===== src/rtl/lmssc_pkg.sv =====
// Package for the LFSR / multiplexer / substitution stream cipher core.
// Holds LFSR geometry, the substitution table, request and CSR codes.
// No dependencies.
`timescale 1ns / 1ps

package lmssc_pkg;

   // Eight generators, each kept as a window of its length plus six look-ahead bits.
   localparam int unsigned LFSR_COUNT = 8;
   localparam int unsigned WIN_EXTRA  = 6;
   localparam int unsigned KEY_BITS   = 288;

   localparam int unsigned LFSR_LEN [LFSR_COUNT] = '{41, 29, 39, 31, 35, 28, 49, 36};
   localparam int unsigned LFSR_TAP [LFSR_COUNT] = '{3, 2, 4, 3, 2, 3, 9, 11};

   // Offsets into the role pattern: bit i mixes generators i, i+3 and i+5 (mod 8).
   localparam int unsigned MIX_B_OFFSET = 3;
   localparam int unsigned MIX_C_OFFSET = 5;

   // Request codes.
   localparam logic REQ_RELOAD = 1'b0;
   localparam logic REQ_CIPHER = 1'b1;

   // Configuration register indexes.
   localparam int unsigned CSR_INDEX_WIDTH = 3;
   localparam int unsigned CSR_DATA_WIDTH  = 64;
   localparam int unsigned KEY_TAIL_WIDTH  = 32;

   typedef enum logic [CSR_INDEX_WIDTH-1:0] {
      CSR_KEY_0_7   = 3'd0,
      CSR_KEY_8_15  = 3'd1,
      CSR_KEY_16_23 = 3'd2,
      CSR_KEY_24_31 = 3'd3,
      CSR_KEY_32_35 = 3'd4
   } csr_index_type;

   // Control of one generator window.
   typedef struct packed {
      logic load;
      logic shift;
   } win_ctrl_type;

   // First key bit used by generator idx: sum of the lengths before it.
   function automatic int unsigned lfsr_offset(input int unsigned idx);
      int unsigned sum;
      sum = 0;
      for (int unsigned k = 0; k < LFSR_COUNT; k++) begin
         if (k < idx) begin
            sum += LFSR_LEN[k];
         end
      end
      return sum;
   endfunction

   // Byte substitution table.
   localparam logic [7:0] SBOX [256] = '{
      8'd99,  8'd217, 8'd3,   8'd113, 8'd189, 8'd127, 8'd235, 8'd224,
      8'd120, 8'd142, 8'd79,  8'd78,  8'd24,  8'd45,  8'd218, 8'd177,
      8'd198, 8'd141, 8'd203, 8'd51,  8'd251, 8'd181, 8'd163, 8'd112,
      8'd4,   8'd67,  8'd91,  8'd216, 8'd240, 8'd164, 8'd124, 8'd146,
      8'd28,  8'd172, 8'd81,  8'd75,  8'd61,  8'd36,  8'd212, 8'd93,
      8'd144, 8'd11,  8'd26,  8'd237, 8'd219, 8'd94,  8'd44,  8'd66,
      8'd35,  8'd122, 8'd173, 8'd135, 8'd100, 8'd73,  8'd200, 8'd76,
      8'd145, 8'd117, 8'd211, 8'd126, 8'd92,  8'd132, 8'd202, 8'd232,
      8'd82,  8'd154, 8'd210, 8'd129, 8'd201, 8'd8,   8'd41,  8'd214,
      8'd152, 8'd161, 8'd182, 8'd220, 8'd98,  8'd1,   8'd248, 8'd187,
      8'd239, 8'd231, 8'd77,  8'd85,  8'd68,  8'd165, 8'd25,  8'd138,
      8'd155, 8'd27,  8'd30,  8'd206, 8'd43,  8'd131, 8'd209, 8'd125,
      8'd195, 8'd140, 8'd153, 8'd225, 8'd247, 8'd37,  8'd207, 8'd255,
      8'd80,  8'd84,  8'd188, 8'd33,  8'd22,  8'd7,   8'd167, 8'd105,
      8'd16,  8'd72,  8'd108, 8'd139, 8'd13,  8'd34,  8'd168, 8'd242,
      8'd191, 8'd160, 8'd205, 8'd107, 8'd147, 8'd169, 8'd47,  8'd49,
      8'd171, 8'd222, 8'd101, 8'd159, 8'd70,  8'd204, 8'd223, 8'd233,
      8'd38,  8'd236, 8'd65,  8'd234, 8'd254, 8'd151, 8'd118, 8'd19,
      8'd57,  8'd229, 8'd158, 8'd116, 8'd20,  8'd150, 8'd40,  8'd197,
      8'd137, 8'd143, 8'd10,  8'd157, 8'd14,  8'd175, 8'd252, 8'd123,
      8'd136, 8'd134, 8'd64,  8'd246, 8'd42,  8'd21,  8'd62,  8'd111,
      8'd249, 8'd149, 8'd109, 8'd90,  8'd60,  8'd128, 8'd186, 8'd199,
      8'd88,  8'd87,  8'd48,  8'd253, 8'd102, 8'd148, 8'd74,  8'd133,
      8'd58,  8'd213, 8'd23,  8'd54,  8'd115, 8'd121, 8'd228, 8'd31,
      8'd174, 8'd55,  8'd0,   8'd170, 8'd185, 8'd166, 8'd190, 8'd178,
      8'd18,  8'd59,  8'd179, 8'd110, 8'd196, 8'd245, 8'd238, 8'd162,
      8'd156, 8'd63,  8'd53,  8'd130, 8'd71,  8'd15,  8'd184, 8'd12,
      8'd97,  8'd89,  8'd5,   8'd183, 8'd17,  8'd104, 8'd106, 8'd103,
      8'd250, 8'd243, 8'd9,   8'd50,  8'd56,  8'd114, 8'd227, 8'd86,
      8'd29,  8'd180, 8'd208, 8'd244, 8'd96,  8'd241, 8'd52,  8'd32,
      8'd83,  8'd221, 8'd95,  8'd192, 8'd2,   8'd193, 8'd6,   8'd230,
      8'd226, 8'd46,  8'd176, 8'd119, 8'd215, 8'd194, 8'd39,  8'd69
   };

endpackage


===== src/rtl/lmssc_req_if.sv =====
// Channel interfaces for the stream cipher core: request and response.
// Depends on nothing; both carry valid/ready and the payload.
`timescale 1ns / 1ps

interface lmssc_req_if;
   logic       valid;
   logic       ready;
   logic       req_type;
   logic [7:0] data_byte;

   modport source (output valid, output req_type, output data_byte, input ready);
   modport sink (input valid, input req_type, input data_byte, output ready);
endinterface

interface lmssc_rsp_if;
   logic       valid;
   logic       ready;
   logic [7:0] cipher_byte;

   modport source (output valid, output cipher_byte, input ready);
   modport sink (input valid, input cipher_byte, output ready);
endinterface


===== src/rtl/lmssc_window.sv =====
// One LFSR held as a sliding window of its length plus six look-ahead bits.
// Depends on lmssc_pkg for the window control struct and the look-ahead size.
`timescale 1ns / 1ps

module lmssc_window
   import lmssc_pkg::*;
#(
   parameter int unsigned Len = LFSR_LEN[0],
   parameter int unsigned Tap = LFSR_TAP[0]
) (
   input  logic           clock,
   input  logic           reset,
   input  win_ctrl_type   ctrl,
   input  logic [Len-1:0] seed,
   output logic           tap_a,
   output logic           tap_b,
   output logic           tap_c
);

   localparam int unsigned Width = Len + WIN_EXTRA;

   logic [Width-1:0] win_ff;
   logic [Width-1:0] win_in;
   logic [Width-1:0] seed_win;
   logic [Width-1:0] shift_win;

   // Seed from the key and extend it by six steps of x[j] = x[j-tap] ^ x[j-len].
   always_comb begin
      seed_win = '0;
      seed_win[Len-1:0] = seed;
      for (int unsigned j = Len; j < Width; j++) begin
         seed_win[j] = seed_win[j-Tap] ^ seed_win[j-Len];
      end
   end

   // One step of the recurrence: drop the oldest bit, append the newest.
   assign shift_win = {win_ff[Width-Tap] ^ win_ff[WIN_EXTRA], win_ff[Width-1:1]};

   always_comb begin
      win_in = win_ff;
      if (ctrl.load) begin
         win_in = seed_win;
      end else if (ctrl.shift) begin
         win_in = shift_win;
      end
   end

   always_ff @(posedge clock) begin
      if (reset) begin
         win_ff <= '0;
      end else begin
         win_ff <= win_in;
      end
   end

   // The three positions read for the current byte.
   assign tap_a = win_ff[Len];
   assign tap_b = win_ff[Len+2];
   assign tap_c = win_ff[Len+5];

endmodule


===== src/rtl/lfsr_mux_sbox_stream_cipher_core.sv =====
// Top level of the LFSR / multiplexer / substitution stream cipher core.
// Depends on lmssc_pkg, the channel interfaces and lmssc_window.
`timescale 1ns / 1ps

// Usage:
// A 288-bit key is written through the CSR port (csr_wr_en, csr_index, csr_wdata)
// into five key registers; a write takes effect at the next reload transaction.
// Request transactions on req_if carry req_type and data_byte. A reload
// transaction (req_type 0) seeds the eight LFSR windows from the key and gives
// no response. A cipher transaction (req_type 1) gives one response transaction
// on rsp_if whose cipher_byte is data_byte XOR the keystream byte of the current
// position, then steps every LFSR once.
// Latency: a response is valid in the cycle after its request is accepted.
// Throughput: one request per cycle; the keystream is computed in one pass
// through the mux stage and three table reads into the response register.
// When the receiver stalls, the response register holds its transaction and
// req_if.ready drops until it is taken; it is high whenever the register is
// empty or being emptied in the same cycle.
// Reset (synchronous, active high) clears the key registers, the windows and
// the response valid; ciphering before any reload uses all-zero windows.

module lfsr_mux_sbox_stream_cipher_core
   import lmssc_pkg::*;
(
   input  logic                       clock,
   input  logic                       reset,
   lmssc_req_if.sink                  req_if,
   lmssc_rsp_if.source                rsp_if,
   input  logic                       csr_wr_en,
   input  logic [CSR_INDEX_WIDTH-1:0] csr_index,
   input  logic [CSR_DATA_WIDTH-1:0]  csr_wdata
);

   logic [CSR_DATA_WIDTH-1:0] key_ff [4];
   logic [KEY_TAIL_WIDTH-1:0] key_tail_ff;
   logic [KEY_BITS-1:0]       key_cat;

   logic                  rsp_valid_ff;
   logic                  rsp_valid_in;
   logic [7:0]            rsp_byte_ff;
   logic [7:0]            rsp_byte_in;

   logic                  req_accept;
   win_ctrl_type          win_ctrl;
   logic [LFSR_COUNT-1:0] tap_a;
   logic [LFSR_COUNT-1:0] tap_b;
   logic [LFSR_COUNT-1:0] tap_c;
   logic [7:0]            mix_u;
   logic [7:0]            mix_v;
   logic [7:0]            mix_w;
   logic [7:0]            keystream;

   // Key registers; indexes outside the list are ignored.
   always_ff @(posedge clock) begin
      if (reset) begin
         for (int unsigned r = 0; r < 4; r++) begin
            key_ff[r] <= '0;
         end
         key_tail_ff <= '0;
      end else if (csr_wr_en) begin
         case (csr_index)
            CSR_KEY_0_7:   key_ff[0] <= csr_wdata;
            CSR_KEY_8_15:  key_ff[1] <= csr_wdata;
            CSR_KEY_16_23: key_ff[2] <= csr_wdata;
            CSR_KEY_24_31: key_ff[3] <= csr_wdata;
            CSR_KEY_32_35: key_tail_ff <= csr_wdata[KEY_TAIL_WIDTH-1:0];
            default: ;
         endcase
      end
   end

   // Key bit g sits at key_cat[KEY_BITS-1-g].
   assign key_cat = {key_ff[0], key_ff[1], key_ff[2], key_ff[3], key_tail_ff};

   // Handshake: take a request whenever the response register is free this cycle.
   assign req_if.ready = !rsp_valid_ff || rsp_if.ready;
   assign req_accept   = req_if.valid && req_if.ready;

   assign win_ctrl.load  = req_accept && (req_if.req_type == REQ_RELOAD);
   assign win_ctrl.shift = req_accept && (req_if.req_type == REQ_CIPHER);

   // The eight generator windows, each seeded MSB-first from its slice of the key.
   for (genvar i = 0; i < LFSR_COUNT; i++) begin : g_lfsr
      localparam int unsigned Len    = LFSR_LEN[i];
      localparam int unsigned Offset = lfsr_offset(i);
      logic [Len-1:0] seed;

      for (genvar j = 0; j < Len; j++) begin : g_seed
         assign seed[j] = key_cat[KEY_BITS-1-Offset-j];
      end

      lmssc_window #(
         .Len (Len),
         .Tap (LFSR_TAP[i])
      ) u_window (
         .clock (clock),
         .reset (reset),
         .ctrl  (win_ctrl),
         .seed  (seed),
         .tap_a (tap_a[i]),
         .tap_b (tap_b[i]),
         .tap_c (tap_c[i])
      );
   end

   // Bitwise multiplexer stage: bit i takes a from LFSR i, b from i+3, c from i+5.
   always_comb begin
      for (int unsigned i = 0; i < LFSR_COUNT; i++) begin
         logic a;
         logic b;
         logic c;
         a = tap_a[i];
         b = tap_b[(i + MIX_B_OFFSET) % LFSR_COUNT];
         c = tap_c[(i + MIX_C_OFFSET) % LFSR_COUNT];
         mix_u[i] = c ? a : b;
         mix_v[i] = a ? b : c;
         mix_w[i] = b ? c : a;
      end
   end

   assign keystream   = SBOX[mix_u] ^ SBOX[mix_v] ^ SBOX[mix_w];
   assign rsp_byte_in = req_if.data_byte ^ keystream;

   // Response register: loads on a cipher transaction, clears when taken.
   always_comb begin
      rsp_valid_in = rsp_valid_ff;
      if (win_ctrl.shift) begin
         rsp_valid_in = 1'b1;
      end else if (rsp_if.ready) begin
         rsp_valid_in = 1'b0;
      end
   end

   always_ff @(posedge clock) begin
      if (reset) begin
         rsp_valid_ff <= 1'b0;
      end else begin
         rsp_valid_ff <= rsp_valid_in;
      end
   end

   always_ff @(posedge clock) begin
      if (win_ctrl.shift) begin
         rsp_byte_ff <= rsp_byte_in;
      end
   end

   assign rsp_if.valid       = rsp_valid_ff;
   assign rsp_if.cipher_byte = rsp_byte_ff;

   // A cipher transaction always leaves a response waiting in the next cycle.
   a_cipher_gives_rsp: assert property (@(posedge clock) disable iff (reset)
      win_ctrl.shift |=> rsp_if.valid)
      else $error("cipher transaction did not produce a response");

   // A reload into a free response register never produces a response.
   a_reload_no_rsp: assert property (@(posedge clock) disable iff (reset)
      (win_ctrl.load && !(rsp_if.valid && !rsp_if.ready)) |=> !rsp_if.valid)
      else $error("reload transaction produced a response");

   // An empty response register never blocks requests.
   a_ready_when_empty: assert property (@(posedge clock)
      !rsp_if.valid |-> req_if.ready)
      else $error("request blocked with empty response register");

   // Load and step of the windows are never requested together.
   a_ctrl_exclusive: assert property (@(posedge clock)
      !(win_ctrl.load && win_ctrl.shift))
      else $error("window load and shift in the same cycle");

endmodule


===== src/flat_wrapper.sv =====
// flat-port wrapper written by rule: the top's interface ports become plain ports
module lfsr_mux_sbox_stream_cipher_core_flat import lmssc_pkg::*;
  (clock, reset, csr_wr_en, csr_index, csr_wdata, req_if_valid, req_if_req_type, req_if_data_byte, req_if_ready, rsp_if_valid, rsp_if_cipher_byte, rsp_if_ready);
  lmssc_req_if req_if_i ();
  lmssc_rsp_if rsp_if_i ();
  input  logic clock;
  input  logic reset;
  input  logic csr_wr_en;
  input  logic [CSR_INDEX_WIDTH-1:0] csr_index;
  input  logic [CSR_DATA_WIDTH-1:0] csr_wdata;
  input wire logic [$bits(req_if_i.valid)-1:0] req_if_valid;
  input wire logic [$bits(req_if_i.req_type)-1:0] req_if_req_type;
  input wire logic [$bits(req_if_i.data_byte)-1:0] req_if_data_byte;
  output wire logic [$bits(req_if_i.ready)-1:0] req_if_ready;
  output wire logic [$bits(rsp_if_i.valid)-1:0] rsp_if_valid;
  output wire logic [$bits(rsp_if_i.cipher_byte)-1:0] rsp_if_cipher_byte;
  input wire logic [$bits(rsp_if_i.ready)-1:0] rsp_if_ready;
  assign req_if_i.valid = req_if_valid;
  assign req_if_i.req_type = req_if_req_type;
  assign req_if_i.data_byte = req_if_data_byte;
  assign req_if_ready = req_if_i.ready;
  assign rsp_if_valid = rsp_if_i.valid;
  assign rsp_if_cipher_byte = rsp_if_i.cipher_byte;
  assign rsp_if_i.ready = rsp_if_ready;
  lfsr_mux_sbox_stream_cipher_core u_core (.clock(clock), .reset(reset), .req_if(req_if_i), .rsp_if(rsp_if_i), .csr_wr_en(csr_wr_en), .csr_index(csr_index), .csr_wdata(csr_wdata));
endmodule

===== config.mk =====
export PLATFORM = sky130hd
export DESIGN_NAME = lfsr_mux_sbox_stream_cipher_core_flat
export DESIGN_NICKNAME = d
export VERILOG_FILES = /design/src/rtl/lmssc_pkg.sv /design/src/rtl/lmssc_req_if.sv /design/src/rtl/lmssc_window.sv /design/src/rtl/lfsr_mux_sbox_stream_cipher_core.sv /design/src/flat_wrapper.sv
export SDC_FILE = /design/constraint.sdc
export NUM_CORES = 1
export LEC_CHECK = 0
export ABC_CLOCK_PERIOD_IN_PS = 4900
export BUFFER_PORTS_ARGS = -buffer_cell sky130_fd_sc_hd__buf_4
export CORE_ASPECT_RATIO = 0.9
export CORE_MARGIN = 2
export CORE_UTILIZATION = 25
export CTS_CLUSTER_SIZE = 8
export DETAILED_ROUTE_END_ITERATION = 10
export GPL_ROUTABILITY_DRIVEN = 1
export PLACE_DENSITY_LB_ADDON = 0.12
export SLEW_MARGIN = 40
export SYNTH_ARGS = -nofsm -noshare
export SYNTH_HDL_FRONTEND = slang
export SYNTH_SLANG_ARGS = --single-unit

===== constraint.sdc =====
create_clock -name clock -period 4.9 [get_ports clock]
set_input_delay 0.245 -clock clock [delete_from_list [all_inputs] [get_ports clock]]
set_output_delay 0.245 -clock clock [all_outputs]
set_load 0.01 [all_outputs]

==> flow_summary_export.csv, run 1 <==
group,metric,value,unit
yosys,syn-instance-count,3832,
placement,place_area,37090,µm²
power,p_int,10.09,mW
yosys,yosys-top-cells-area,"edfxtp_1 23%, dfxtp_1 19%, mux2i_1 8.0%, a211oi_1 6.4%, and2_1 4.9%",
setup_path,criticalPathCategory,"flop to flop",
clock_tree,cts_made_buffers,84,
clock_tree,cts-root-buf,"clkbuf_16",
setup_path,r2r_end,"u_core.rsp_if.cipher_byte[0]$_DFFE_PP_",
setup_path,worst_r2r_path_depth,11,
yosys,yosys_register_bits,585,
detailed_routing,route.detailed.drc,0,
placement,dp_cells,5530,
yosys,ys_types,80,
setup_path,path_max_fanout,11,
clock_tree,clock_path_buffers,3,
floorplanning,placementRows,128,
detailed_routing,finalWirelength,136300,µm
yosys,synth_top_area_share,23.27,%
yosys,synth_top_cell_by_area,"edfxtp_1",
sta,period_minus_slack,4.308,ns
worst_hold_path,whs_endpoint,"u_core.rsp_if.cipher_byte[7]$_DFFE_PP_",
clock_tree,cts_tree,"yes",
worst_hold_path,hold_class,"input pin to flop",
yosys,synth_ff_type,"dfxtp_1",
global_route,grt_max_degree,119,
yosys,syn-mean-instance-area,8.890,µm²
final_layout,area_growth,18.38,%
floorplanning,initial_core_util,25.17,%
final_layout,drive_gt1_share,11.04,%
sta,slew_headroom,34.60,%
yosys,syn_nets,3955,
power,clock_power_share,38.1,%
detailed_routing,drtIter0Drc,3254,
placement,dp_hpwl,90150,µm
setup_path,startpoint_type,"flop",
detailed_routing,antenna_left,0,
sta,final.setup.tns,0,ns
global_route,grt-ovfl-total,0,
setup_path,cp.arrival,4.75,ns
setup_path,rr_startpoint,"u_core.g_lfsr[4].u_window.win_ff[37]$_SDFFE_PP0P_",
detailed_routing,dr.pass1.iters,5,
yosys,synth_common_cells,"435 x nor2_1, 363 x nand2_1, 321 x dfxtp_1",
global_route,antenna_found_initial,8,
setup_path,ff2ff_setup_slack,0.59,ns
clock_tree,insertion_delay,0.69,ns
setup_path,end_kind,"flop",
sta,fin_skew,0.05668,ns
power,finalPower,14.82,mW
global_route,grt_pass1_vias,29650,
job,maxCapViolations,0,
run_status,status,"finished, final reports clean",
power,power_density,367.4,nW/µm²
clock_tree,post_cts_resized,0,
placement,dp_slack,0.6779,ns
power,net-switching-power,4.732,mW
final_layout,final_area,40330,µm²
sta,min_period_over_period,87.92,%
floorplanning,core_region_area,135300,µm²
floorplanning,ios,91,
floorplanning,die_area,139200,µm²
sta,fmax,232.1,MHz
clock_tree,clkTransAtPathRegs,0.05,ns
power,peakVddDrop,0.2618,mV
setup_path,cp.required,5.34,ns
final_layout,final_core_util,29.80,%
yosys,synth_most_common_cell,"nor2_1",
worst_hold_path,worstHoldPathCells,4,
placement,gp_congestion,0.9409,
detailed_routing,vias_per_cell,5.308,
power,leakage,14.56,nW
sta,timing.final.ws_setup,0.5917,ns
sta,setup_violations,0,
global_route,grtUsageTotal,19.18,%
sta,hold_slack,0.08417,ns
yosys,synth_edf_count,264,
sta,slew_violations,0,
final_layout,final_cells,5755,
power,p_sw_share,31.94,%
placement,io_buffers,90,
worst_hold_path,hold_start,"req_if_data_byte[7]",
yosys,yosysSeqAreaShare,42.13,%
power,p_seq_share,38.4,%
detailed_routing,via_count,30550,
floorplanning,dieHeight,354.2,µm
sta,finalHoldViolations,0,
clock_tree,htreeDepth,3,
final_layout,final_nets,3987,
clock_tree,cts.sinks,585,
yosys,yosysWarningCount,0,
yosys,async_reset_ff_share,0,%
yosys,syn-cell-area,34070,µm²
sta,tightest_slew,0.9774,ns
global_route,grt_pass1_wl,204000,µm
sta,rsz0062_at_grt,"false",
floorplanning,die_x,393.1,µm
detailed_routing,wl_per_cell,23.69,µm
power,pwr-share-comb,23.4,%
## worst max-delay path by stage
stage / start / end / slack [ns]
after floorplan: u_core.g_lfsr[3].u_window.win_ff[33]$_SDFFE_PP0P_ / u_core.rsp_if.cipher_byte[7]$_DFFE_PP_ / 1.37
after global placement: u_core.g_lfsr[4].u_window.win_ff[37]$_SDFFE_PP0P_ / u_core.rsp_if.cipher_byte[0]$_DFFE_PP_ / 0.55
after detailed placement: u_core.g_lfsr[4].u_window.win_ff[37]$_SDFFE_PP0P_ / u_core.rsp_if.cipher_byte[0]$_DFFE_PP_ / 0.68
after CTS: u_core.g_lfsr[4].u_window.win_ff[37]$_SDFFE_PP0P_ / u_core.rsp_if.cipher_byte[0]$_DFFE_PP_ / 0.69
after global routing: u_core.g_lfsr[4].u_window.win_ff[37]$_SDFFE_PP0P_ / u_core.rsp_if.cipher_byte[0]$_DFFE_PP_ / 0.40
final: u_core.g_lfsr[4].u_window.win_ff[37]$_SDFFE_PP0P_ / u_core.rsp_if.cipher_byte[0]$_DFFE_PP_ / 0.59
## worst max-delay path, cell delays in order, from the launching register on
cell and delay [ns]:
dfxtp_1 0.45, mux2i_2 0.65, inv_2 0.26, ha_1 0.48
nand2_1 0.29, nor3b_1 0.34, a2111oi_0 0.12, nor3_1 0.53
a32oi_1 0.17, o21ai_0 0.39, xor2_1 0.29, xnor2_1 0.10
## metal layers
metal	vias up	wire length, µm	track usage, %	share of wire [%]
li1	14230	-	-	-
met1	14810	62840	27.25	46
met2	1237	59960	29.29	44
met3	269	9110	3.446	6.7
met4	4	4369	6.061	3.2
met5	-	24	0	0.018
## kinds of logic (layout without fill, tap and decap cells)
kind of cell	count (synthesis)	in the layout	synth area share, %
and+or+nand+nor	1321	1321	17.90
AOI/OAI and AO/OA	1102	1102	22.04
DFF	585	585	42.13
buffers and inverters	401	499	4.965
muxes	300	300	9.259
xor gates and xnor gates	81	81	2.163
adders and majority gates	42	42	1.543
other	0	5	0
## power by group through the flow
stage	logic, mW	clock network, mW	registers (mW)
after CTS	3.42	5.85	5.70
final	3.47	5.65	5.70
after floorplan	2.15	0	5.71
after global routing	3.72	6.03	5.73
after global placement	3.42	0	5.80
after detailed placement	3.36	0	5.80
## registers in the layout, indices dropped and copies added (netlist names)
name	flops
u_core.key_ff	256
u_core.g_lfsr.u_window.win_ff	288
u_core.rsp_if.cipher_byte	8
u_core.key_tail_ff	32
u_core.rsp_if.valid	1
## cell type report
type	instances	area [µm²]
antenna	5	12.51
clock buffer	145	2405
clock inverter	7	142.6
fill	14320	95000
inverter	21	81.33
multi-input combinational	2846	18240
sequential	585	14350
tap	1820	2277
timing repair buffer	326	2819
## placed cells by master, fill, tap and decap left out, types with 14 or more instances in the layout
cell type | Yosys | layout
mux2i_1 | 271 | 256
a221oi_1 | 16 | 16
o221ai_1 | 21 | 21
ha_1 | 42 | 42
o21ai_0 | 173 | 173
and2_1 | 266 | 265
o311ai_0 | 25 | 24
nand2b_1 | 25 | 25
a211oi_1 | 291 | 291
a31oi_1 | 39 | 39
o31ai_1 | 26 | 26
clkbuf_16 | 0 | 87
o22ai_1 | 22 | 22
o211ai_1 | 81 | 81
buf_4 | 15 | 239
nand2_1 | 363 | 362
nand3_1 | 76 | 75
mux2_2 | 14 | 15
nor4_1 | 25 | 25
buf_12 | 0 | 14
edfxtp_1 | 264 | 264
dlygate4sd3_1 | 0 | 68
xnor2_1 | 52 | 52
dfxtp_1 | 321 | 321
a311oi_1 | 31 | 31
inv_1 | 14 | 14
nor2_1 | 435 | 434
nor3_1 | 75 | 71
a21oi_1 | 233 | 233
xor2_1 | 27 | 27
clkbuf_1 | 262 | 57
## what timing repair did
action,CTS,global route
endpoints found under the hold margin,292,0
hold buffers,68,0
buffers inserted,0,0
Note: power is estimated with default switching activity, not from simulation.
==> run 2: changes to the inputs <==
- CORE_MARGIN: 2 -> default
==> flow_summary_export.csv, run 2 (same netlist as run 1, synthesis figures left out) <==
group,metric,value,unit
placement,gp_congestion,0.9535,
clock_tree,cts_setup_buffers,0,
floorplanning,dieHeight,352.2,µm
floorplanning,die_area,137800,µm²
final_layout,top_register,"u_core.g_lfsr.u_window.win_ff",
power,peakVddDrop,0.3226,mV
clock_tree,clock_path_buffers,3,
sta,finalHoldViolations,0,
sta,period_minus_slack,4.263,ns
global_route,antenna_found_initial,5,
clock_tree,cts_tree,"yes",
clock_tree,insertion_delay,0.69,ns
global_route,grt-ovfl-total,0,
sta,min_period_over_period,87.00,%
final_layout,largest_reg_flops,288,
detailed_routing,vias_per_cell,5.295,
final_layout,final_core_util,29.82,%
global_route,grt_pass1_wl,204900,µm
clock_tree,cts-root-buf,"clkbuf_16",
sta,final.setup.tns,0,ns
setup_path,criticalPathCategory,"flop to flop",
detailed_routing,route.detailed.drc,0,
floorplanning,initial_core_util,25.17,%
detailed_routing,finalWirelength,136300,µm
sta,slew_headroom,42.94,%
setup_path,cp.arrival,4.68,ns
final_layout,layout_common_cells,"435 x nor2_1, 362 x nand2_1, 321 x dfxtp_1",
detailed_routing,antenna_left,0,
sta,setup_violations,0,
worst_hold_path,hold_class,"input pin to flop",
final_layout,biggestRegsByFlops,"u_core.g_lfsr.u_window.win_ff x288, u_core.key_ff x256, u_core.key_tail_ff x32",
placement,dp_hpwl,90290,µm
clock_tree,cts.sinks,585,
power,power_density,365.4,nW/µm²
worst_hold_path,worstHoldPathCells,3,
sta,hold_slack,0.09519,ns
setup_path,cp.required,5.31,ns
setup_path,path_max_fanout,87,
detailed_routing,drtIter0Drc,3190,
sta,rsz0062_at_grt,"false",
floorplanning,ios,91,
clock_tree,post_cts_resized,0,
setup_path,worst_r2r_path_depth,10,
global_route,grt_pass1_vias,29720,
power,leakage,14.56,nW
sta,fin_skew,0.06069,ns
clock_tree,cts_made_buffers,84,
detailed_routing,dr.pass1.iters,6,
detailed_routing,wl_per_cell,23.69,µm
clock_tree,htreeDepth,3,
final_layout,drive_gt1_share,10.96,%
global_route,grtUsageTotal,19.42,%
placement,io_buffers,90,
setup_path,end_kind,"flop",
clock_tree,cts_hold_buf,74,
setup_path,startpoint_type,"flop",
global_route,grt_max_degree,133,
detailed_routing,via_count,30480,
sta,timing.final.ws_setup,0.6372,ns
floorplanning,placementRows,128,
placement,dp_slack,0.6488,ns
sta,fmax,234.6,MHz
sta,tightest_slew,0.8546,ns
final_layout,final_common_cell,"nor2_1",
run_status,status,"finished, final reports clean",
clock_tree,clkTransAtPathRegs,0.05,ns
final_layout,area_growth,18.47,%
job,maxCapViolations,0,
sta,slew_violations,0,
floorplanning,die_x,391.1,µm
floorplanning,core_region_area,135300,µm²
final_layout,final_nets,3988,
==> run 2: changes by cell type in the layout (fill, tap and decap cells not counted), sizes merged <==
cell and change:
buf -5, bufinv -1, clkinv +2, dlygate4sd3 +6, diode -2, inv +2, clkbuf -1
==> run 2: power breakdown <==
group          total, mW  internal, mW  switching, mW
Sequential          5.70          5.48          0.218
Combinational       3.48          1.23           2.26
Clock               5.56          3.23           2.33
==> run 2: layout make-up <==
type	count	area, µm²
Antenna cell	3	7.507
Sequential cell	585	14350
Inverter	21	81.33
Clock inverter	10	155.1
Tap cell	1820	2277
Multi-Input combinational cell	2846	18270
Fill cell	14350	94970
Timing Repair Buffer	327	2885
Clock buffer	144	2327
==> run 2: path summary, 6_finish.rpt <==
check	startpoint	to	slack, ns
setup / recovery	u_core.g_lfsr[7].u_window.win_ff[41]$_SDFFE_PP0P_	u_core.rsp_if.cipher_byte[2]$_DFFE_PP_	0.64
hold reg to reg	u_core.g_lfsr[7].u_window.win_ff[37]$_SDFFE_PP0P_	u_core.g_lfsr[7].u_window.win_ff[37]$_SDFFE_PP0P_	0.45
setup reg to reg	u_core.g_lfsr[7].u_window.win_ff[41]$_SDFFE_PP0P_	u_core.rsp_if.cipher_byte[2]$_DFFE_PP_	0.64
hold / removal	rsp_if_ready	u_core.rsp_if.valid$_SDFFE_PP0P_	0.1
==> run 2: worst max-delay path, cell delays in order, from the launching register on <==
cell	delay [ns]
dfxtp_1	0.61
mux2i_4	0.41
buf_12	0.35
nand2_2	0.29
a2111oi_0	0.70
a211oi_1	0.13
a311oi_1	0.27
o311ai_1	0.31
xnor2_1	0.48
xnor2_1	0.17
xnor2_1	0.17
==> run 2: metrics by stage <==
stage | area [µm²] | std cells | total power, mW
detailed placement | 37090 | 5524 | 9.173
global route | 40350 | 5754 | 15.44
floorplan | 34070 | 3832 | 7.854
CTS | 40320 | 5752 | 14.91
finish | 40360 | 5756 | 14.75
global placement | 36940 | 5518 | 9.231
==> run 2: metal layers <==
layer | vias up | GRT usage [%] | wire length, µm
met5 | - | 0 | 13
met4 | 2 | 6.141 | 4217
met3 | 246 | 3.501 | 8991
met2 | 1247 | 29.93 | 61010
met1 | 14760 | 27.27 | 62120
li1 | 14230 | - | -
